**src/sv/multi_frame_pixel_averager_defines.svh**
```systemverilog
// ----------------------------------------------------------------------------
// Multi-frame pixel averager assertion macros
// Assertion forms used by the averager back end.
// ----------------------------------------------------------------------------
`ifndef MULTI_FRAME_PIXEL_AVERAGER_DEFINES_SVH
`define MULTI_FRAME_PIXEL_AVERAGER_DEFINES_SVH

// Consequent holds in the same cycle as the antecedent.
`define MFPA_ASSERT_NOW(label, ante, cons, msg) \
	label: assert property (@(posedge clk) disable iff (!arst_n) (ante) |-> (cons)) \
		else $error(msg);

// Consequent holds in the cycle after the antecedent.
`define MFPA_ASSERT_NEXT(label, ante, cons, msg) \
	label: assert property (@(posedge clk) disable iff (!arst_n) (ante) |=> (cons)) \
		else $error(msg);

`endif

```
**src/sv/mfpa_pkg.sv**
```systemverilog
// ----------------------------------------------------------------------------
// Multi-frame pixel averager package
// Widths, codes and item types shared by the averager modules.
// ----------------------------------------------------------------------------
package mfpa_pkg;

	localparam int MAX_PIXELS = 65536;
	localparam int MAX_FRAMES = 256;
	localparam int ADDR_W     = $clog2(MAX_PIXELS);
	localparam int FP_W       = ADDR_W + 1;
	localparam int CNT_W      = $clog2(MAX_FRAMES) + 1;
	localparam int PIX_W      = 8;
	localparam int SUM_W      = PIX_W + $clog2(MAX_FRAMES);
	localparam int STEP_W     = $clog2(SUM_W);
	localparam int QUEUE_DEPTH = 4;
	localparam int QPTR_W     = $clog2(QUEUE_DEPTH);

	localparam logic OP_ACC  = 1'b0;
	localparam logic OP_READ = 1'b1;

	typedef struct packed {
		logic             operation;
		logic [PIX_W-1:0] pixel;
	} in_item_t;

	typedef struct packed {
		logic [PIX_W-1:0] average;
		logic             last;
		logic             too_few_frames;
	} out_item_t;

	typedef struct packed {
		logic              op;
		logic [ADDR_W-1:0] addr;
		logic [PIX_W-1:0]  pixel;
		logic [CNT_W-1:0]  count;
		logic              last;
	} entry_t;

endpackage

```
**src/sv/mfpa_queue.sv**
```systemverilog
// ----------------------------------------------------------------------------
// Averager work queue
// Short FIFO between the front end and the memory back end.
// ----------------------------------------------------------------------------
module mfpa_queue (
	input  logic             clk,
	input  logic             arst_n,
	input  logic             push,
	input  mfpa_pkg::entry_t push_entry,
	input  logic             pop,
	output mfpa_pkg::entry_t head,
	output logic             empty,
	output logic             full
);

	mfpa_pkg::entry_t              slots_q [mfpa_pkg::QUEUE_DEPTH];
	logic [mfpa_pkg::QPTR_W-1:0]   wr_ptr_q;
	logic [mfpa_pkg::QPTR_W-1:0]   rd_ptr_q;
	logic [mfpa_pkg::QPTR_W:0]     fill_q;

	assign empty = fill_q == '0;
	assign full  = fill_q == (mfpa_pkg::QPTR_W+1)'(mfpa_pkg::QUEUE_DEPTH);
	assign head  = slots_q[rd_ptr_q];

	always_ff @(posedge clk) begin
		if (push) begin
			slots_q[wr_ptr_q] <= push_entry;
		end
	end

	always_ff @(posedge clk or negedge arst_n) begin
		if (!arst_n) begin
			wr_ptr_q <= '0;
			rd_ptr_q <= '0;
			fill_q   <= '0;
		end else begin
			if (push) begin
				wr_ptr_q <= wr_ptr_q + mfpa_pkg::QPTR_W'(1);
			end
			if (pop) begin
				rd_ptr_q <= rd_ptr_q + mfpa_pkg::QPTR_W'(1);
			end
			if (push && !pop) begin
				fill_q <= fill_q + (mfpa_pkg::QPTR_W+1)'(1);
			end else if (pop && !push) begin
				fill_q <= fill_q - (mfpa_pkg::QPTR_W+1)'(1);
			end
		end
	end

endmodule

```
**config.mk**
```make
export PLATFORM = sky130hd
export DESIGN_NAME = mfpa_queue
export DESIGN_NICKNAME = d
export VERILOG_FILES = /design/src/sv/multi_frame_pixel_averager_defines.svh /design/src/sv/mfpa_pkg.sv /design/src/sv/mfpa_queue.sv
export SDC_FILE = /design/constraint.sdc
export NUM_CORES = 1
export LEC_CHECK = 0
export ABC_AREA = 1
export CAP_MARGIN = 20
export CORE_UTILIZATION = 62
export CTS_BUF_LIST = sky130_fd_sc_hd__clkbuf_4
export CTS_CLUSTER_DIAMETER = 30
export DETAILED_ROUTE_END_ITERATION = 7
export DONT_BUFFER_PORTS = 1
export HOLD_SLACK_MARGIN = 0.03
export PLACE_DENSITY = 0.78
export SLEW_MARGIN = 20
export SYNTH_ARGS = -nofsm -noshare
export SYNTH_HDL_FRONTEND = slang
export SYNTH_SLANG_ARGS = --single-unit
```
**constraint.sdc**
```tcl
create_clock -name clk -period 4.9 [get_ports clk]
set_input_delay 0.245 -clock clk [delete_from_list [all_inputs] [get_ports clk]]
set_output_delay 0.245 -clock clk [all_outputs]
set_load 0.02 [all_outputs]
```
==> impl_summary.txt, run 1 <==
----------------------------------------------------
[Cells and area]
  Count of inserted antenna diode cells ... 0
  Number of fill cells in the layout ... between 600 and 700
  Growth of design area from synthesis to finish ... 11.8%
  Share of final-layout standard cells stronger than drive strength 1 ... under 10%
  Net count, final ... about 540

[Placed design]
  Routability-driven placement congestion ratio ... 0.739
  IO buf count ... 0
  Sum of net half-perimeters after detailed placement ... between 5000 and 6000 um

[Clocking]
  Clock latency at the later pin of the worst-skew pair ... 0.49 ns
  H-tree lvl count ... 4
  Num CTS Buffers ... 17
  Number of clock sinks ... between 100 and 150
  Clk buf depth ... 2
  Reg clk slew, reported paths ... roughly 0.12 ns
  Buffer type at the clock tree root ... sky130_fd_sc_hd__clkbuf_4
  Post CTS Setup Buffer Count ... 0
  Clock tree from TritonCTS ... yes

[STA]
  Setup-violating endpoint count in the final report ... 0
  Max-slew violation count ... 0
  Actual transition at the worst max-transition pin ... about 0.9 ns
  Final period util ... a little under three fifths
  Maximum clock frequency ... around 360 MHz
  Max Clock Skew ... 0.00920 ns
  Number of endpoints with negative hold slack in the final report ... 0
  Headroom to the max-slew limit ... between 40% and 50%
  RSZ-0062 raised after global routing ... no
  Final Critical Period ... between 2 and 3 ns
  Setup TNS ... 0 ns

[Power]
  Power per cell area ... 569 nW/um^2
  Tot Pwr ... 0.00382 W
  Static Leakage ... 2.63 nW
  Max VDD drop ... 0.000325 V

[Yosys]
  Cell Area, Synth ... 6000 um^2
  Number of synthesized flops with an enable pin ... 140
  Sequential share of the synthesized area ... approximately 73%
  Most instantiated cells after synthesis ... 140 x sky130_fd_sc_hd__edfxtp_1, 118 x sky130_fd_sc_hd__nand2_1, 81 x sky130_fd_sc_hd__inv_1
  Ys async rst share ... 4.76%
  Number of nets produced by synthesis ... about 500
  Fraction of synthesized cell area taken by the top area cell type ... 70.1%
  Number of distinct standard cells referenced by the synthesized netlist ... 19
  Leading cell types by total area after synthesis ... sky130_fd_sc_hd__edfxtp_1 70%, sky130_fd_sc_hd__o211ai_1 8.5%, sky130_fd_sc_hd__nand2_1 7.4%, sky130_fd_sc_hd__inv_1 5.1%, sky130_fd_sc_hd__dfrtp_1 2.9%
  Yosys reg bits ... 147
  Ys flop type ... sky130_fd_sc_hd__edfxtp_1
  Yosys warnings ... 0
  Cell accounting for the most synthesized area ... sky130_fd_sc_hd__edfxtp_1
  Gate Count Post-Synth ... approximately 460
  Synth Area per Inst ... between 10 and 15 um^2
  Cell with the most instances after synthesis ... sky130_fd_sc_hd__edfxtp_1

[Floorplan]
  Chip height ... approximately 100 um
  Die span in x ... 100 um
  Total Die Area ... 10,100 um^2
  Number of placement rows ... 35
  Core Region ... 9330 um^2
  Effective utilization at floorplan ... approximately 64%
  Ports ... 76

[Worst hold path]
  Min-delay worst type ... input port to flop

[Setup path]
  Sort of element at the end of the critical path ... output pin
  Critical Setup Path Class ... flop to output pin
  Biggest fanout along the worst timing path ... a little over 90
  Required time of the critical path ... between 4 and 5 ns
  Critical Path Start Type ... flop
  Data arrival time of the worst path ... 2.56 ns

[Route]
  Detail Route Antenna Nets ... 0
  Vias per inst ... ~5.3
  Drt initial violations ... around 190
  Total wire length ... around 10,000 um
  WL/cell ... about 16 um
  Count of vias placed by the detailed router ... between 3,000 and 4,000
  DRC errors left ... 0
  Pre-antenna DRT Iters ... 5

[Global routing]
  Vias in the first global route ... ~3,400
  Largest net degree at the start of global routing ... 93
  Wire length of the first global-routing pass ... approximately 16,000 um
  Overall track demand over capacity in global routing ... 21.8%
  Remaining Overflow, GRT ... 0
  Antenna violations before repair ... 0

[Status]
  Outcome ... finished clean

[Run]
  Max-capacitance violation count ... 0

----------------------------------------------------
critical path, cell delays in order, from the launching register on:
cell	delay [ns]
sky130_fd_sc_hd__dfrtp_4	1.03
sky130_fd_sc_hd__buf_4	0.55
sky130_fd_sc_hd__nand2_1	0.14
sky130_fd_sc_hd__o211ai_1	0.11
sky130_fd_sc_hd__nand2_1	0.19
cells in the final DEF (no fill, tap or decap), types with 2 or more instances in the layout:
cell type and instances:
sky130_fd_sc_hd__dfrtp_1 6, sky130_fd_sc_hd__clkinv_2 3, sky130_fd_sc_hd__bufinv_16 3, sky130_fd_sc_hd__edfxtp_1 140, sky130_fd_sc_hd__clkinv_1 2, sky130_fd_sc_hd__buf_4 6
sky130_fd_sc_hd__nand2_1 118, sky130_fd_sc_hd__dlygate4sd3_1 39, sky130_fd_sc_hd__nor3_1 2, sky130_fd_sc_hd__o211ai_2 2, sky130_fd_sc_hd__o211ai_1 68, sky130_fd_sc_hd__ha_1 5
sky130_fd_sc_hd__xor2_1 3, sky130_fd_sc_hd__clkbuf_4 18, sky130_fd_sc_hd__inv_6 2, sky130_fd_sc_hd__clkinvlp_4 3, sky130_fd_sc_hd__inv_1 81
what timing repair did:
| item | in CTS | in global routing |
|---|---|---|
| endpoints found under the hold margin | 152 | 7 |
| gates resized for setup | 0 | 0 |
| hold buffers | 38 | 1 |
routing by layer:
layer | part of all wire, % | GRT usage (%) | up-vias
met5 | 0 | 0 | -
met4 | 1.1 | 9.70 | 0
met3 | 6.3 | 6.48 | 16
met2 | 52 | 38.0 | 110
met1 | 41 | 25.0 | 1614
li1 | - | - | 1657
area by class of cell:
type / count / area, um^2 / share of cell area (%)
Clock buffer: 18 / 135 / 2.01
Clock inverter: 14 / 161 / 2.41
Inverter: 82 / 308 / 4.59
Multi-Input combinational cell: 203 / 1120 / 16.7
Sequential cell: 147 / 4380 / 65.4
Tap cell: 129 / 161 / 2.41
Timing Repair Buffer: 45 / 435 / 6.49
flip-flops by register name (all words and copies together), names as in the netlist:
name / cells
wr_ptr_q: 2
fill_q: 3
slots_q: 140
rd_ptr_q: 2
report_power, final:
part	internal, W	switching [W]	total (W)
logic	0.000307	0.000916	0.00122
registers	0.00165	0.000179	0.00183
clock network	0.000357	0.000409	0.000766
worst paths after layout:
path / cells after the start / to / slack [ns] / from
setup / recovery: 4 / head[11] / 2.10 / rd_ptr_q[0]
hold / removal: 3 / fill_q[0] / 0.09 / pop
setup reg to reg: 5 / slots_q[0][0] / 2.86 / wr_ptr_q[0]
hold reg to reg: 2 / fill_q[2] / 0.52 / fill_q[2]
max in group asynchronous: 2 / rd_ptr_q[0] / 4.05 / arst_n
min in group asynchronous: 2 / fill_q[2] / 0.59 / arst_n
kinds of logic after synthesis:
family / after synthesis / synth area share [%]
compound gates: 71 / 9.01
xor+xnor: 4 / 0.584
fa+ha+maj: 6 / 1.38
buf+inv: 106 / 8.28
flops: 147 / 73.0
simple gates: 122 / 7.74
stage by stage:
stage / worst slack [ns] / cell area, um^2 / hold WS [ns] / util [%] / cells
floorplan: 3.16 / 6000 / -0.0506 / - / 456
global placement: 2.73 / 6020 / -0.0504 / 64.5 / 567
detailed placement: 2.65 / 6020 / -0.0505 / 64.5 / 567
CTS: 2.07 / 6700 / 0.0314 / 71.8 / 637
global route: 1.84 / 6710 / 0.0469 / 71.9 / 638
finish: 2.10 / 6710 / 0.0855 / 71.9 / 638
Note: power is estimated with default switching activity, not from simulation.
==> run 2: changes to the inputs <==
- clock period: 4.9 -> 2.6 ns (I/O delays scaled with it)
==> run 2 against run 1 <==
Critical path depth is the same. Total power grew 96%. Hold slack gained 0.00056 ns. Via count grew 0.24%. Flip-flop and latch count is the same. Global-route usage grew 0.21 points. Register-to-register slack lost 2.0 ns. Cell area grew 1.6%. Die area is the same. Critical path type unchanged. Largest power group unchanged.
==> impl_summary.txt, run 2 (synthesized netlist as in run 1, its figures left out) <==
----------------------------------------------------
[Clocking]
  Clock tree from TritonCTS ... yes
  Clk buf depth ... 2 (unchanged)
  Clock latency at the later pin of the worst-skew pair ... 0.50 ns (about the same)
  Post CTS Setup Buffer Count ... 0 (unchanged)
  Number of clock sinks ... 147 (unchanged)
  Reg clk slew, reported paths ... 0.12 ns (about the same)
  Num CTS Buffers ... 17 (unchanged)
  H-tree lvl count ... 4 (unchanged)
  Buffer type at the clock tree root ... sky130_fd_sc_hd__clkbuf_4

[Power]
  Max VDD drop ... 0.000628 V (+93%)
  Static Leakage ... 2.67 nW (+1.8%)
  Tot Pwr ... 0.00746 W (+96%)
  Power per cell area ... 1100 nW/um^2 (+93%)

[Setup path]
  Critical Path Start Type ... flop
  Biggest fanout along the worst timing path ... 54 (-41%)
  Launch point of the worst reg-to-reg path ... wr_ptr_q[0]
  Data arrival time of the worst path ... 2.14 ns (-0.42 ns)
  Sum of buffers and inverters on the critical path ... 1 (unchanged)
  CP max-delay cell ... sky130_fd_sc_hd__dfrtp_4
  Cell with the most instances on the worst path ... sky130_fd_sc_hd__nand2_1
  Ordered cell list for the critical path ... buf_4 > nand2_1 > o211ai_1 > nand2_1
  Dominant delay contributor by cell family on the critical path ... flip-flops
  CP Launch Point ... rd_ptr_q[0]
  Critical Setup Path Class ... flop to output pin
  Crit path largest cell delay ... 0.79 ns (-0.24 ns)
  Sort of element at the end of the critical path ... output pin
  Required time of the critical path ... 2.47 ns (-2.19 ns)

[Global routing]
  Largest net degree at the start of global routing ... 59 (-37%)
  Antenna violations before repair ... 0 (unchanged)
  Overall track demand over capacity in global routing ... 22.0% (+0.21 points)
  Wire length of the first global-routing pass ... 16,100 um (+1.6%)
  Vias in the first global route ... 3,388 (+0.71%)
  Remaining Overflow, GRT ... 0 (unchanged)

[Floorplan]
  Effective utilization at floorplan ... 64.3% (unchanged)
  Chip height ... 100 um (unchanged)
  Number of placement rows ... 35 (unchanged)
  Die span in x ... 100 um (unchanged)
  Total Die Area ... 10,100 um^2 (unchanged)
  Core Region ... 9330 um^2 (unchanged)
  Ports ... 76 (unchanged)

[STA]
  Number of endpoints with negative hold slack in the final report ... 0 (unchanged)
  Setup TNS ... 0 ns (unchanged)
  Headroom to the max-slew limit ... 51.0% (+9.6 points)
  Final Critical Period ... 2.27 ns
  Least setup slack across all paths after layout ... 0.330 ns (-1.77 ns)
  RSZ-0062 raised after global routing ... no
  Max Clock Skew ... 0.00989 ns (+0.000693 ns)
  Setup-violating endpoint count in the final report ... 0 (unchanged)
  Actual transition at the worst max-transition pin ... 0.734 ns (-0.145 ns)
  Maximum clock frequency ... between 400 and 500 MHz
  Max-slew violation count ... 0 (unchanged)
  Final period util ... about 87%

[Run]
  Max-capacitance violation count ... 0 (unchanged)

[Cells and area]
  Number of fill cells in the layout ... 612 (-0.81%)
  Share of final-layout standard cells stronger than drive strength 1 ... 8.43% (+0.57 points)
  Net count, final ... 543 (+0.37%)
  Number of flip-flops in the largest register ... 140 (unchanged)
  Leading registers by flop count ... slots_q: 140 flops, fill_q: 3 flops
  Commonest cells after routing, fill and taps aside ... 140 x sky130_fd_sc_hd__edfxtp_1, 118 x sky130_fd_sc_hd__nand2_1, 81 x sky130_fd_sc_hd__inv_1, 68 x sky130_fd_sc_hd__o211ai_1, 39 x sky130_fd_sc_hd__dlygate4sd3_1
  Growth of design area from synthesis to finish ... 13.6%
  Post-route standard cell area excluding fillers ... 6810 um^2 (+1.6%)
  Most common library cell in the layout ignoring fill and taps ... sky130_fd_sc_hd__edfxtp_1
  Number of standard cells in the layout, taps in and fillers out ... 639 (+0.16%)
  Register with the highest flop count ... slots_q
  Count of inserted antenna diode cells ... 0 (unchanged)

[Route]
  DRC errors left ... 0 (unchanged)
  Total wire length ... 10,400 um (+1.2%)
  Vias per inst ... 5.33 (about the same)
  Count of vias placed by the detailed router ... 3,405 (+0.24%)
  Detail Route Antenna Nets ... 0 (unchanged)
  Pre-antenna DRT Iters ... 4 (-1)
  Drt initial violations ... 223 (+15%)
  WL/cell ... 16.2 um (+1.0%)

[Placed design]
  Dpl ws ... 0.879 ns (-1.77 ns)
  Routability-driven placement congestion ratio ... 0.801 (+8.3%)
  Cell Area, Placed ... 6080 um^2 (+1.1%)
  Sum of net half-perimeters after detailed placement ... 6060 um (+5.6%)
  IO buf count ... 0 (unchanged)
  Placed Instances ... 569 (+0.35%)

[Worst hold path]
  Min-delay worst type ... input port to flop
  Min-delay src ... push

[Status]
  Outcome ... finished clean

----------------------------------------------------
-- run 2: cell count changes in the layout (fill, tap and decap cells not counted), sizes merged --
cell / before / now
buf: 6 / 8
bufinv: 3 / 5
clkbuf: 18 / 17
clkinvlp: 3 / 2
inv: 84 / 83
-- run 2: what timing repair did --
item / 4_1_cts / 5_1_grt
gates resized for setup: 0 / 0
hold buffers: 39 / 0
endpoints found under the hold margin: 161 / 0
-- run 2: final cells by class --
type | instances | area, um^2 | area share, %
clock buffers | 17 | 128 | 1.87
clock inverters | 14 | 211 | 3.10
inverters | 82 | 308 | 4.52
multi-input cells | 203 | 1120 | 16.5
flip-flops and latches | 147 | 4380 | 64.3
well taps | 129 | 161 | 2.37
repair buffers | 47 | 500 | 7.34
-- run 2: power by group --
group	switching, W	internal [W]	total (W)
combinational	0.00183	0.000651	0.00248
clock	0.000771	0.000854	0.00162
sequential	0.000259	0.00310	0.00336
total	0.00286	0.00461	0.00746
-- run 2: worst reg2reg max path: cells and delay by family (launching register included) --
family,cells,cell delay (ns)
adder cells (fa/ha/maj),1,0.17
AND/OR/NAND/NOR,1,0.05
flip-flops,1,0.44
buffers and inverters,2,0.77
-- run 2: path summary, 6_finish.rpt --
path | endpoint | slack (ns) | depth (start not counted)
min in group asynchronous | wr_ptr_q[0] | 0.48 | 2
hold / removal | slots_q[2][19] | 0.09 | 3
setup / recovery | head[13] | 0.33 | 4
max in group asynchronous | rd_ptr_q[0] | 1.84 | 2
hold reg to reg | fill_q[2] | 0.52 | 2
setup reg to reg | slots_q[3][20] | 0.87 | 4
-- run 2: per-stage QoR --
step | utilization (%) | hold slack [ns]
4_1_cts | 73.1 | 0.0518
2_1_floorplan | - | -0.166
3_3_place_gp | 65.2 | -0.165
5_1_grt | 73.1 | 0.0585
3_5_place_dp | 65.2 | -0.165
6_report | 73.1 | 0.0861
-- run 2: per-layer routing --
layer	track usage (%)	part of all wire (%)	wire, um
met4	11.5	2.6	268
met2	38.5	51	5260
met5	0	0	0
met3	6.13	6.2	641
met1	24.7	41	4210
