## src/sv/multi_frame_pixel_averager_defines.svh

```systemverilog
// ----------------------------------------------------------------------------
// Multi-frame pixel averager assertion macros
// Assertion forms used by the averager back end.
// ----------------------------------------------------------------------------
`ifndef MULTI_FRAME_PIXEL_AVERAGER_DEFINES_SVH
`define MULTI_FRAME_PIXEL_AVERAGER_DEFINES_SVH

// Consequent holds in the same cycle as the antecedent.
`define MFPA_ASSERT_NOW(label, ante, cons, msg) \
	label: assert property (@(posedge clk) disable iff (!arst_n) (ante) |-> (cons)) \
		else $error(msg);

// Consequent holds in the cycle after the antecedent.
`define MFPA_ASSERT_NEXT(label, ante, cons, msg) \
	label: assert property (@(posedge clk) disable iff (!arst_n) (ante) |=> (cons)) \
		else $error(msg);

`endif

```

## src/sv/mfpa_pkg.sv

```systemverilog
// ----------------------------------------------------------------------------
// Multi-frame pixel averager package
// Widths, codes and item types shared by the averager modules.
// ----------------------------------------------------------------------------
package mfpa_pkg;

	localparam int MAX_PIXELS = 65536;
	localparam int MAX_FRAMES = 256;
	localparam int ADDR_W     = $clog2(MAX_PIXELS);
	localparam int FP_W       = ADDR_W + 1;
	localparam int CNT_W      = $clog2(MAX_FRAMES) + 1;
	localparam int PIX_W      = 8;
	localparam int SUM_W      = PIX_W + $clog2(MAX_FRAMES);
	localparam int STEP_W     = $clog2(SUM_W);
	localparam int QUEUE_DEPTH = 4;
	localparam int QPTR_W     = $clog2(QUEUE_DEPTH);

	localparam logic OP_ACC  = 1'b0;
	localparam logic OP_READ = 1'b1;

	typedef struct packed {
		logic             operation;
		logic [PIX_W-1:0] pixel;
	} in_item_t;

	typedef struct packed {
		logic [PIX_W-1:0] average;
		logic             last;
		logic             too_few_frames;
	} out_item_t;

	typedef struct packed {
		logic              op;
		logic [ADDR_W-1:0] addr;
		logic [PIX_W-1:0]  pixel;
		logic [CNT_W-1:0]  count;
		logic              last;
	} entry_t;

endpackage

```

## src/sv/mfpa_front.sv

```systemverilog
// ----------------------------------------------------------------------------
// Averager front end
// Tracks position and frame count, drops surplus frames, queues work.
// ----------------------------------------------------------------------------
module mfpa_front (
	input  logic                     clk,
	input  logic                     arst_n,
	input  logic                     pix_valid,
	output logic                     pix_stall,
	input  mfpa_pkg::in_item_t       pix_item,
	input  logic                     cfg_valid,
	output logic                     cfg_ready,
	input  logic [mfpa_pkg::FP_W-1:0] cfg_data,
	input  logic                     clearing,
	input  logic                     queue_full,
	output logic                     push,
	output mfpa_pkg::entry_t         push_entry
);

	logic [mfpa_pkg::FP_W-1:0]   frame_pixels_q;
	logic [mfpa_pkg::ADDR_W-1:0] position_q;
	logic [mfpa_pkg::CNT_W-1:0]  frame_count_q;
	logic [mfpa_pkg::FP_W-1:0]   eff_size;
	logic [mfpa_pkg::FP_W-1:0]   next_pos;
	logic                        wrap;
	logic                        accept;
	logic                        drop;

	assign cfg_ready = 1'b1;
	assign pix_stall = clearing | queue_full;
	assign accept    = pix_valid & ~pix_stall;

	always_comb begin
		if (frame_pixels_q == '0) begin
			eff_size = mfpa_pkg::FP_W'(1);
		end else if (frame_pixels_q > mfpa_pkg::FP_W'(mfpa_pkg::MAX_PIXELS)) begin
			eff_size = mfpa_pkg::FP_W'(mfpa_pkg::MAX_PIXELS);
		end else begin
			eff_size = frame_pixels_q;
		end
	end

	assign next_pos = {1'b0, position_q} + mfpa_pkg::FP_W'(1);
	assign wrap     = next_pos >= eff_size;
	// Full frame budget: ignore further accumulate items entirely
	assign drop     = (pix_item.operation == mfpa_pkg::OP_ACC) &&
		(frame_count_q >= mfpa_pkg::CNT_W'(mfpa_pkg::MAX_FRAMES));
	assign push     = accept & ~drop;

	always_comb begin
		push_entry.op    = pix_item.operation;
		push_entry.addr  = position_q;
		push_entry.pixel = pix_item.pixel;
		push_entry.count = frame_count_q;
		push_entry.last  = wrap;
	end

	always_ff @(posedge clk or negedge arst_n) begin
		if (!arst_n) begin
			frame_pixels_q <= mfpa_pkg::FP_W'(mfpa_pkg::MAX_PIXELS);
		end else if (cfg_valid && cfg_ready) begin
			frame_pixels_q <= cfg_data;
		end
	end

	always_ff @(posedge clk or negedge arst_n) begin
		if (!arst_n) begin
			position_q    <= '0;
			frame_count_q <= '0;
		end else if (push) begin
			position_q <= wrap ? '0 : next_pos[mfpa_pkg::ADDR_W-1:0];
			if (wrap) begin
				if (pix_item.operation == mfpa_pkg::OP_ACC) begin
					frame_count_q <= frame_count_q + mfpa_pkg::CNT_W'(1);
				end else begin
					frame_count_q <= '0;
				end
			end
		end
	end

endmodule

```

## config.mk

```make
export PLATFORM = sky130hd
export DESIGN_NAME = mfpa_front
export DESIGN_NICKNAME = d
export VERILOG_FILES = /design/src/sv/multi_frame_pixel_averager_defines.svh /design/src/sv/mfpa_pkg.sv /design/src/sv/mfpa_front.sv
export SDC_FILE = /design/constraint.sdc
export NUM_CORES = 1
export LEC_CHECK = 0
export BUFFER_PORTS_ARGS = -buffer_cell sky130_fd_sc_hd__buf_2
export CORE_MARGIN = 8
export CORE_UTILIZATION = 33
export DETAILED_ROUTE_END_ITERATION = 12
export PLACE_DENSITY = 0.58
export SYNTH_ARGS = -nofsm -noshare
export SYNTH_HDL_FRONTEND = slang
export SYNTH_SLANG_ARGS = --single-unit
```

## constraint.sdc

```tcl
create_clock -name clk -period 4 [get_ports clk]
set_clock_uncertainty 0.05 [all_clocks]
set_input_delay 0.8 -clock clk [delete_from_list [all_inputs] [get_ports clk]]
set_output_delay 0.8 -clock clk [all_outputs]
set_load 0.05 [all_outputs]
```

==> results.md, run 1 <==
* H-tree lvl count at 2
* Total gr overflow at 0
* Vias in the first global route at 2284
* # diodes at 0
* CP Class: reg -> out
* Die H at 106 um
* Mapped Area at 0.00270 sq mm
* Final HPWL from detailed placement at 5.06 mm
* Core Area at 0.00809 sq mm
* All-layer global routing usage at 12.4%
* Num CTS Buffers at 5
* DR iter-0 viols at 77
* GR peak layer: met2
* Synth cell types at 45
* Placer Congestion at 0.831
* Critical Path RT at 3.15 ns
* IO Pins at 70
* Fmax at 260 MHz
* Hold slack final at 0.492 ns
* Placed instance area at 0.00304 sq mm
* Yosys top cell area share at 38.0%
* Tmin final at 3.84 ns
* First-pass GRT wire length at 11.5 mm
* Cell taking the most area after synthesis: dfrtp_1
* Synth Warn # at 0
* Worst slew pin tran at 0.956 ns
* Die area at 0.0113 sq mm
* Most frequent cell after synthesis: nand2_1
* CP Max Fanout at 5
* Clock Pin Slew Worst Setup and Hold Paths at 0.09 ns
* Number of flops mapped to enable cells by yosys at 0
* WL/cell at 15.3 um
* Tcrit/Tclk final at 96.0%
* Critical path launch point type: register
* Worst min path class: reg -> reg
* Worst-Skew Late Latency at 0.30 ns
* Power density cells at 401 mW/mm^2
* Clk buf depth at 2
* Status: complete, no violations
* Area Overhead vs Synth at 21.9%
* Final Hold Viols at 0
* Clock sinks at 42
* Setup TNS at 0 ns
* Pins Over Slew Limit at 0
* Final setup fails at 0
* Relative slew slack at 36.2%
* CP endpoint kind: output port
* Dpl cells at 432
* Largest stage delay on the critical path at 0.42 ns
* Mapped Nets at 338
* Crit path DAT at 2.99 ns
* Syn Area/Cell at 9.41 sq um
* M1 GR Usage at 15.7%
* TritonCTS clock tree: built
* Final core utilization at 40.7%
* #FFs+latches synth at 42
* Synth Flop Type: dfrtp_1
* Seq/Total Area, Yosys at 39.0%
* Clk root buf: clkbuf_8
* Met3 usage in global routing at 3.45%
* Number of max-cap violations at 0
* Vias per inst at 5.16
* Post-Route WL at 6.75 mm
* Initial antenna violation count at 0
* # port buffers at 52
* Initial Utilization at 33.4%
* Routed vias at 2282
* Row cnt at 33
* Nets@finish at 387
* Slowest-stage cell, CP: dfrtp_2
* Drt drc at 0
* Worst ir drop on vdd at 185 uV
* Mapped Cells at 287
* Drt pass-1 iters at 4
* Layout Cells excl Fill at 442
* Post-route ant nets at 0
* M2 GR Usage at 19.9%
* CP cell instances: ha_4, and4_4, nand2_1, nor3_2, buf_4, nand3_2, xnor2_2, ha_1, a21oi_1, o21ai_1, o21bai_2, nor2_2, inv_2, buf_8
* Post-synthesis async set-or-reset flop share at 100%
* Most frequent cells after synthesis: 47 x nand2_1, 41 x dfrtp_1, 19 x ha_1, 16 x mux2_2, 16 x nand3_1
* Share of layout cells above drive strength 1 at 33.5%
* Pleak at 1.59 nW
* Largest net degree at the start of global routing at 43
* Chip width at 106 um
* Dominant cells by area after synthesis: dfrtp_1 38%, ha_1 8.8%, mux2_2 6.7%
* Cell area after layout at 0.00329 sq mm
repair_timing:
item,CTS,global route
hold buffers,0,0
setup buffers,1,1
resized for setup,4,17
setup endpoints to repair,1,1
pin swaps,0,5
registers in the layout, indices dropped and copies added (netlist names):
name and flops:
frame_count_q 9, frame_pixels_q 17, position_q 16
cell usage in the layout, fill, tap and decap left out, drive strengths merged, types with 2 or more instances in the layout:
master / count
and4: 3
mux2: 18
xnor2: 7
dfrtp: 41
xor2: 7
nand3b: 4
or2: 2
nor2: 10
o211ai: 6
a21o: 2
bufinv: 2
nor2b: 2
inv: 7
and3: 3
o21ai: 15
or3: 7
clkbuf: 6
ha: 19
nand3: 16
a22o: 6
nor4: 6
nand4: 4
o31ai: 6
a21oi: 9
nor3: 5
nand2b: 4
buf: 61
nand2: 48
worst max-delay path, delay by kind of cell, from the launching register on:
kind	cells	cell delay, ns
flip-flops	1	0.42
AO/OA/AOI/OAI	3	0.44
XOR/XNOR	1	0.16
AND/OR/NAND/NOR	5	0.80
adder cells (fa/ha/maj)	2	0.48
buffers and inverters	3	0.39
final timing paths:
check,cells after the start,to,slack [ns],startpoint
hold / removal,1,frame_pixels_q[9]$_DFFE_PN0P_,0.49,frame_pixels_q[9]$_DFFE_PN0P_
hold reg to reg,1,frame_pixels_q[9]$_DFFE_PN0P_,0.49,frame_pixels_q[9]$_DFFE_PN0P_
setup reg to reg,14,position_q[0]$_DFFE_PN0P_,0.30,position_q[1]$_DFFE_PN0P_
min in group asynchronous,1,frame_count_q[4]$_DFFE_PN0P_,0.60,arst_n
setup / recovery,14,push_entry[0],0.16,position_q[1]$_DFFE_PN0P_
max in group asynchronous,1,position_q[0]$_DFFE_PN0P_,2.65,arst_n
layout make-up:
type	instances	area, sq um
clock buffers	6	82.6
clock inverters	2	60.1
fillers	842	4800
inverters	7	26.3
multi-input cells	219	1600
flip-flops and latches	42	1050
well taps	105	131
repair buffers	61	338
where the power goes:
| part | switching [mW] | internal, mW |
|---|---|---|
| clock network | 0.154 | 0.266 |
| registers | 0.0534 | 0.469 |
| logic | 0.241 | 0.135 |
| total | 0.448 | 0.871 |
kinds of logic after synthesis:
kind of cell               count (synthesis)  share of synthesized area, %
other                                      1                         0.139
AOI/OAI and AO/OA                         50                          12.3
DFF                                       42                          39.0
adders and majority gates                 19                          8.80
xor gates and xnor gates                  14                          4.54
and+or+nand+nor                          117                          22.6
muxes                                     18                          7.50
buffers and inverters                     26                          5.19
layer usage:
| metal | part of all wire, % | vias up |
|---|---|---|
| met2 | 46 | 47 |
| met5 | 0 | - |
| li1 | - | 1118 |
| met1 | 47 | 1108 |
| met4 | 1.5 | 0 |
| met3 | 5.8 | 9 |
metrics by stage:
| step | total power, mW | worst slack (ns) |
|---|---|---|
| global route | 1.40 | -0.0282 |
| detailed placement | 0.888 | 0.129 |
| global placement | 0.876 | 0.200 |
| finish | 1.32 | 0.160 |
| CTS | 1.32 | 0.0237 |
| floorplan | 0.802 | 0.0135 |
Note: power is estimated with default switching activity, not from simulation.
==> run 2: changes to the inputs <==
- GPL_ROUTABILITY_DRIVEN: default -> 0
- REMOVE_ABC_BUFFERS: default -> 1
==> results.md, run 2 (synthesis results as in run 1) <==
* Status: complete, no violations
* Initial Utilization at 33.4%
* Chip width at 106 um
* Layout Cells excl Fill at 443
* Sw Ratio at 36.9%
* Commonest non-fill, non-tap cell in the layout: buf_2
* Power, Total at 1.18 mW
* Clock Pin Slew Worst Setup and Hold Paths at 0.08 ns
* Family with the most delay on the worst path: simple AND/OR/NAND/NOR gates
* CP cell instances: ha_2, and4_4, and4_4, nand3_2, xnor2_2, ha_1, nand4_1, or3_4, nor3b_2, nor2_1, inv_2, buf_8
* TritonCTS clock tree: built
* Vias per inst at 5.14
* All-layer global routing usage at 12.0%
* Final Hold Viols at 0
* Reg power frac at 43.9%
* Tmin final at 3.85 ns
* Register Area at 0.00105 sq mm
* Placed instance area at 0.00304 sq mm
* Dpl cells at 433
* Drt pass-1 iters at 4
* Tcrit/Tclk final at 96.3%
* Clock sinks at 42
* Largest stage delay on the critical path at 0.41 ns
* Critical path launch point type: register
* Top Registers: frame_pixels_q: 17 flops, position_q: 16 flops, frame_count_q: 9 flops
* Total gr overflow at 0
* CP endpoint kind: output port
* Slowest-stage cell, CP: or3_4
* DR iter-0 viols at 65
* # diodes at 0
* Drt drc at 0
* Post-place setup slack at 0.214 ns
* Clock share of power at 24.0%
* WL/cell at 15.0 um
* First-pass GRT wire length at 11.1 mm
* IO Pins at 70
* Footprint of the multi-input gates at 0.00158 sq mm
* Internal power at 0.742 mW
* Most frequent cells in the layout: 51 x buf_2, 46 x nand2_1, 40 x dfrtp_1, 17 x ha_1, 16 x mux2_2
* Number of max-cap violations at 0
* PnR worst setup slack at 0.149 ns
* Pins Over Slew Limit at 0
* Largest register by flop count: frame_pixels_q
* Nets@finish at 388
* H-tree lvl count at 2
* Cell area after layout at 0.00323 sq mm
* Worst-Skew Late Latency at 0.29 ns
* RSZ-0062 raised after global routing: false
* Critical Path RT at 3.15 ns
* Clk root buf: clkbuf_8
* Pleak at 1.55 nW
* Die area at 0.0113 sq mm
* Post-Route WL at 6.67 mm
* Post-route ant nets at 0
* Clk buf depth at 2
* Relative slew slack at 37.1%
* # port buffers at 52
* Worst slew pin tran at 0.943 ns
* CP Class: reg -> out
* Combinational share of power at 32.1%
* Worst ir drop on vdd at 148 uV
* Num CTS Buffers at 5
* Initial antenna violation count at 0
* Largest net degree at the start of global routing at 43
* Vias in the first global route at 2263
* Final setup fails at 0
* CP Max Fanout at 5
* Share of layout cells above drive strength 1 at 32.8%
* Die H at 106 um
* Fmax at 260 MHz
* Filler cells at 852
* Final HPWL from detailed placement at 5.09 mm
* Row cnt at 33
* Crit path DAT at 3.00 ns
* Power density cells at 365 mW/mm^2
* Most used cell, CP: and4_4
* Switching pwr at 0.435 mW
* Area Overhead vs Synth at 19.5%
* Core Area at 0.00809 sq mm
* Max FFs per register at 17
* Worst min path class: reg -> reg
* Buffers & Inverters on Critical Path at 2
* Routed vias at 2277
-- run 2: cell types whose count changed in the layout (fill, tap and decap cells not counted), sizes merged --
cell | previous run | this run
clkbuf | 6 | 7
clkinv | 0 | 1
bufinv | 2 | 0
buf | 61 | 62
-- run 2: final cells by class --
cell class | instances | area share, %
clock buffers | 7 | 2.68
well taps | 105 | 4.07
flip-flops and latches | 42 | 32.6
inverters | 7 | 0.814
clock inverters | 1 | 0.155
repair buffers | 62 | 10.7
multi-input cells | 219 | 48.9
-- run 2: worst paths after layout --
kind / startpoint / end / slack, ns / cells after the start
worst min-delay path: frame_pixels_q[11]$_DFFE_PN0P_ / frame_pixels_q[11]$_DFFE_PN0P_ / 0.50 / 1
worst min register to register: frame_pixels_q[11]$_DFFE_PN0P_ / frame_pixels_q[11]$_DFFE_PN0P_ / 0.50 / 1
worst max-delay path: position_q[0]$_DFFE_PN0P_ / push_entry[0] / 0.15 / 12
min in group asynchronous: arst_n / position_q[15]$_DFFE_PN0P_ / 0.60 / 1
max in group asynchronous: arst_n / position_q[2]$_DFFE_PN0P_ / 2.65 / 1
worst max register to register: position_q[0]$_DFFE_PN0P_ / position_q[0]$_DFFE_PN0P_ / 0.42 / 14
-- run 2: timing repair --
| item | CTS | global route |
|---|---|---|
| setup buffers | 0 | 2 |
| pin swaps | 0 | 3 |
| setup endpoints to repair | 1 | 1 |
| endpoints found under the hold margin | 0 | 0 |
| resized for setup | 3 | 17 |
| hold buffers | 0 | 0 |
-- run 2: per-stage QoR --
stage	setup TNS (ns)	util (%)	hold slack, ns
after floorplan	-2.02	-	0.454
after global placement	0	37.6	0.466
final	0	39.9	0.501
after detailed placement	0	37.6	0.480
after global routing	0	39.9	0.518
after CTS	0	38.8	0.499
-- run 2: routing by layer --
layer  vias to the layer above  global-route usage [%]  part of all wire (%)
li1                       1123                       -                     -
met1                      1084                    15.4                    46
met2                        61                    19.2                    47
met3                         9                    2.96                   5.5
met4                         0                    4.12                   1.3
met5                         -                       0                     0
-- run 2: power by group through the flow --
stage                     combinational [mW]  clock, mW  sequential (mW)
final                                  0.378      0.283            0.517
after floorplan                        0.158          0            0.609
after global routing                   0.414      0.313            0.525
after CTS                              0.372      0.295            0.515
after detailed placement               0.368          0            0.524
after global placement                 0.362          0            0.520
-- run 2: worst reg2reg max path, stage by stage (launching register included) --
cell and delay [ns]:
dfrtp_1 0.36, ha_2 0.18, and4_4 0.23, nand2_1 0.08, nor3_2 0.25, buf_4 0.16
and3_1 0.16, and3_1 0.20, ha_4 0.22, a21oi_2 0.12, o21ai_1 0.09, o21bai_1 0.18
buf_4 0.20, nor3_1 0.76, mux2_2 0.29
==> run 3: changes to the inputs <==
- clock period: 4 -> 4.4 ns (I/O delays scaled with it)
==> results.md, run 3 (synthesis results as in run 1) <==
* Pins Over Slew Limit at 0
* Fmax at 239 MHz
* Die area at 0.0113 sq mm
* Drt pass-1 iters at 4
* TritonCTS clock tree: built
* All-layer global routing usage at 12.0%
* Clk root buf: clkbuf_8
* Total gr overflow at 0
* Commonest non-fill, non-tap cell in the layout: buf_2
* Relative slew slack at 36.0%
* CP Class: reg -> out
* Initial Utilization at 33.4%
* Most frequent cells in the layout: 51 x buf_2, 47 x nand2_1, 40 x dfrtp_1, 18 x ha_1
* CP endpoint kind: output port
* Crit path DAT at 3.26 ns
* Max FFs per register at 17
* Num CTS Buffers at 5
* Power density cells at 338 mW/mm^2
* Critical Path RT at 3.47 ns
* Crit path from: position_q[0]$_DFFE_PN0P_
* Reg2reg path depth at 13
* Chip width at 106 um
* Nets@finish at 383
* Reg-to-Reg Start: position_q[0]$_DFFE_PN0P_
* Clock sinks at 42
* Footprint of the multi-input gates at 0.00152 sq mm
* WL/cell at 15.4 um
* Worst-Skew Late Latency at 0.29 ns
* Vias per inst at 5.15
* Post-place setup slack at 0.305 ns
* Drt drc at 0
* Number of max-cap violations at 0
* Tcrit/Tclk final at 95.2%
* Post-Route WL at 6.74 mm
* Filler cells at 849
* Top Registers: frame_pixels_q: 17 flops, position_q: 16 flops, frame_count_q: 9 flops
* First-pass GRT wire length at 11.1 mm
* RSZ-0062 raised after global routing: false
* Worst min path class: reg -> reg
* Tmin final at 4.19 ns
* Register Area at 0.00105 sq mm
* Initial antenna violation count at 0
* Vias in the first global route at 2247
* # port buffers at 52
* Core Area at 0.00809 sq mm
* Share of layout cells above drive strength 1 at 28.2%
* Flop-to-flop setup slack at 0.97 ns
* Critical path launch point type: register
* # diodes at 0
* Clock Pin Slew Worst Setup and Hold Paths at 0.08 ns
* Worst ir drop on vdd at 99.5 uV
* Area Overhead vs Synth at 15.7%
* IO Pins at 70
* H-tree lvl count at 2
* Row cnt at 33
* Clk buf depth at 2
* CP Max Fanout at 8
* Power, Total at 1.06 mW
* Worst slew pin tran at 0.960 ns
* Largest register by flop count: frame_pixels_q
* DR iter-0 viols at 99
* Final Hold Viols at 0
* PnR worst setup slack at 0.213 ns
* Final HPWL from detailed placement at 5.11 mm
* Critical Path Sink: push_entry[0]
* Die H at 106 um
* Post-route ant nets at 0
* Reg-to-Reg End: frame_count_q[0]$_DFFE_PN0P_
* Pleak at 1.51 nW
* Routed vias at 2254
* Largest net degree at the start of global routing at 43
* Status: complete, no violations
* Final setup fails at 0
-- run 3: critical path: stages, from the launching register on --
cell and delay (ns):
dfrtp_2 0.43, ha_2 0.23, and4_1 0.25, and4_1 0.24, nand3_1 0.14, xnor2_1 0.17
ha_1 0.30, nand4_1 0.12, or3_1 0.42, nor3b_2 0.20, nor2_1 0.09, inv_2 0.14
buf_4 0.22
-- run 3: what timing repair did --
item / CTS / global route
resized for setup: 2 / 3
endpoints found under the setup margin: 1 / 1
setup buffers: 0 / 1
hold buffers: 0 / 0
-- run 3: through the flow --
step           TNS (ns)  instances  cell area [sq um]  hold WS (ns)  util, %
2_1_floorplan    -0.317        268               2590         0.454        -
3_3_place_gp          0        429               3010         0.468     37.2
3_5_place_dp          0        429               3010         0.479     37.2
4_1_cts               0        437               3110         0.499     38.4
5_1_grt               0        438               3120         0.509     38.6
6_report              0        438               3120         0.495     38.6
-- run 3: worst min path at each step --
stage | startpoint | end | slack [ns] | cells past startpoint
after floorplan | frame_pixels_q[11]$_DFFE_PN0P_ | frame_pixels_q[11]$_DFFE_PN0P_ | 0.45 | 1
after global routing | frame_pixels_q[11]$_DFFE_PN0P_ | frame_pixels_q[11]$_DFFE_PN0P_ | 0.51 | 1
after CTS | frame_pixels_q[8]$_DFFE_PN0P_ | frame_pixels_q[8]$_DFFE_PN0P_ | 0.50 | 1
final | frame_pixels_q[9]$_DFFE_PN0P_ | frame_pixels_q[9]$_DFFE_PN0P_ | 0.50 | 1
after global placement | frame_pixels_q[9]$_DFFE_PN0P_ | frame_pixels_q[9]$_DFFE_PN0P_ | 0.47 | 1
after detailed placement | frame_pixels_q[8]$_DFFE_PN0P_ | frame_pixels_q[8]$_DFFE_PN0P_ | 0.48 | 1
-- run 3: final cells by class --
| cell class | count | area share (%) |
|---|---|---|
| Clock buffer | 7 | 2.76 |
| Clock inverter | 1 | 0.160 |
| Sequential cell | 42 | 33.7 |
| Multi-Input combinational cell | 219 | 48.7 |
| Timing Repair Buffer | 57 | 9.61 |
| Inverter | 7 | 0.841 |
| Tap cell | 105 | 4.21 |
-- run 3: where the power goes --
group | switching [mW] | internal, mW
Combinational | 0.216 | 0.112
Sequential | 0.0458 | 0.426
Clock | 0.131 | 0.127
Total | 0.393 | 0.664
-- run 3: layer usage --
layer / vias to the layer above / share of wire (%) / track usage (%)
li1: 1108 / - / -
met5: - / 0 / 0
met3: 7 / 6.5 / 3.57
met1: 1073 / 47 / 15.6
met4: 0 / 1.5 / 4.52
met2: 66 / 45 / 18.3
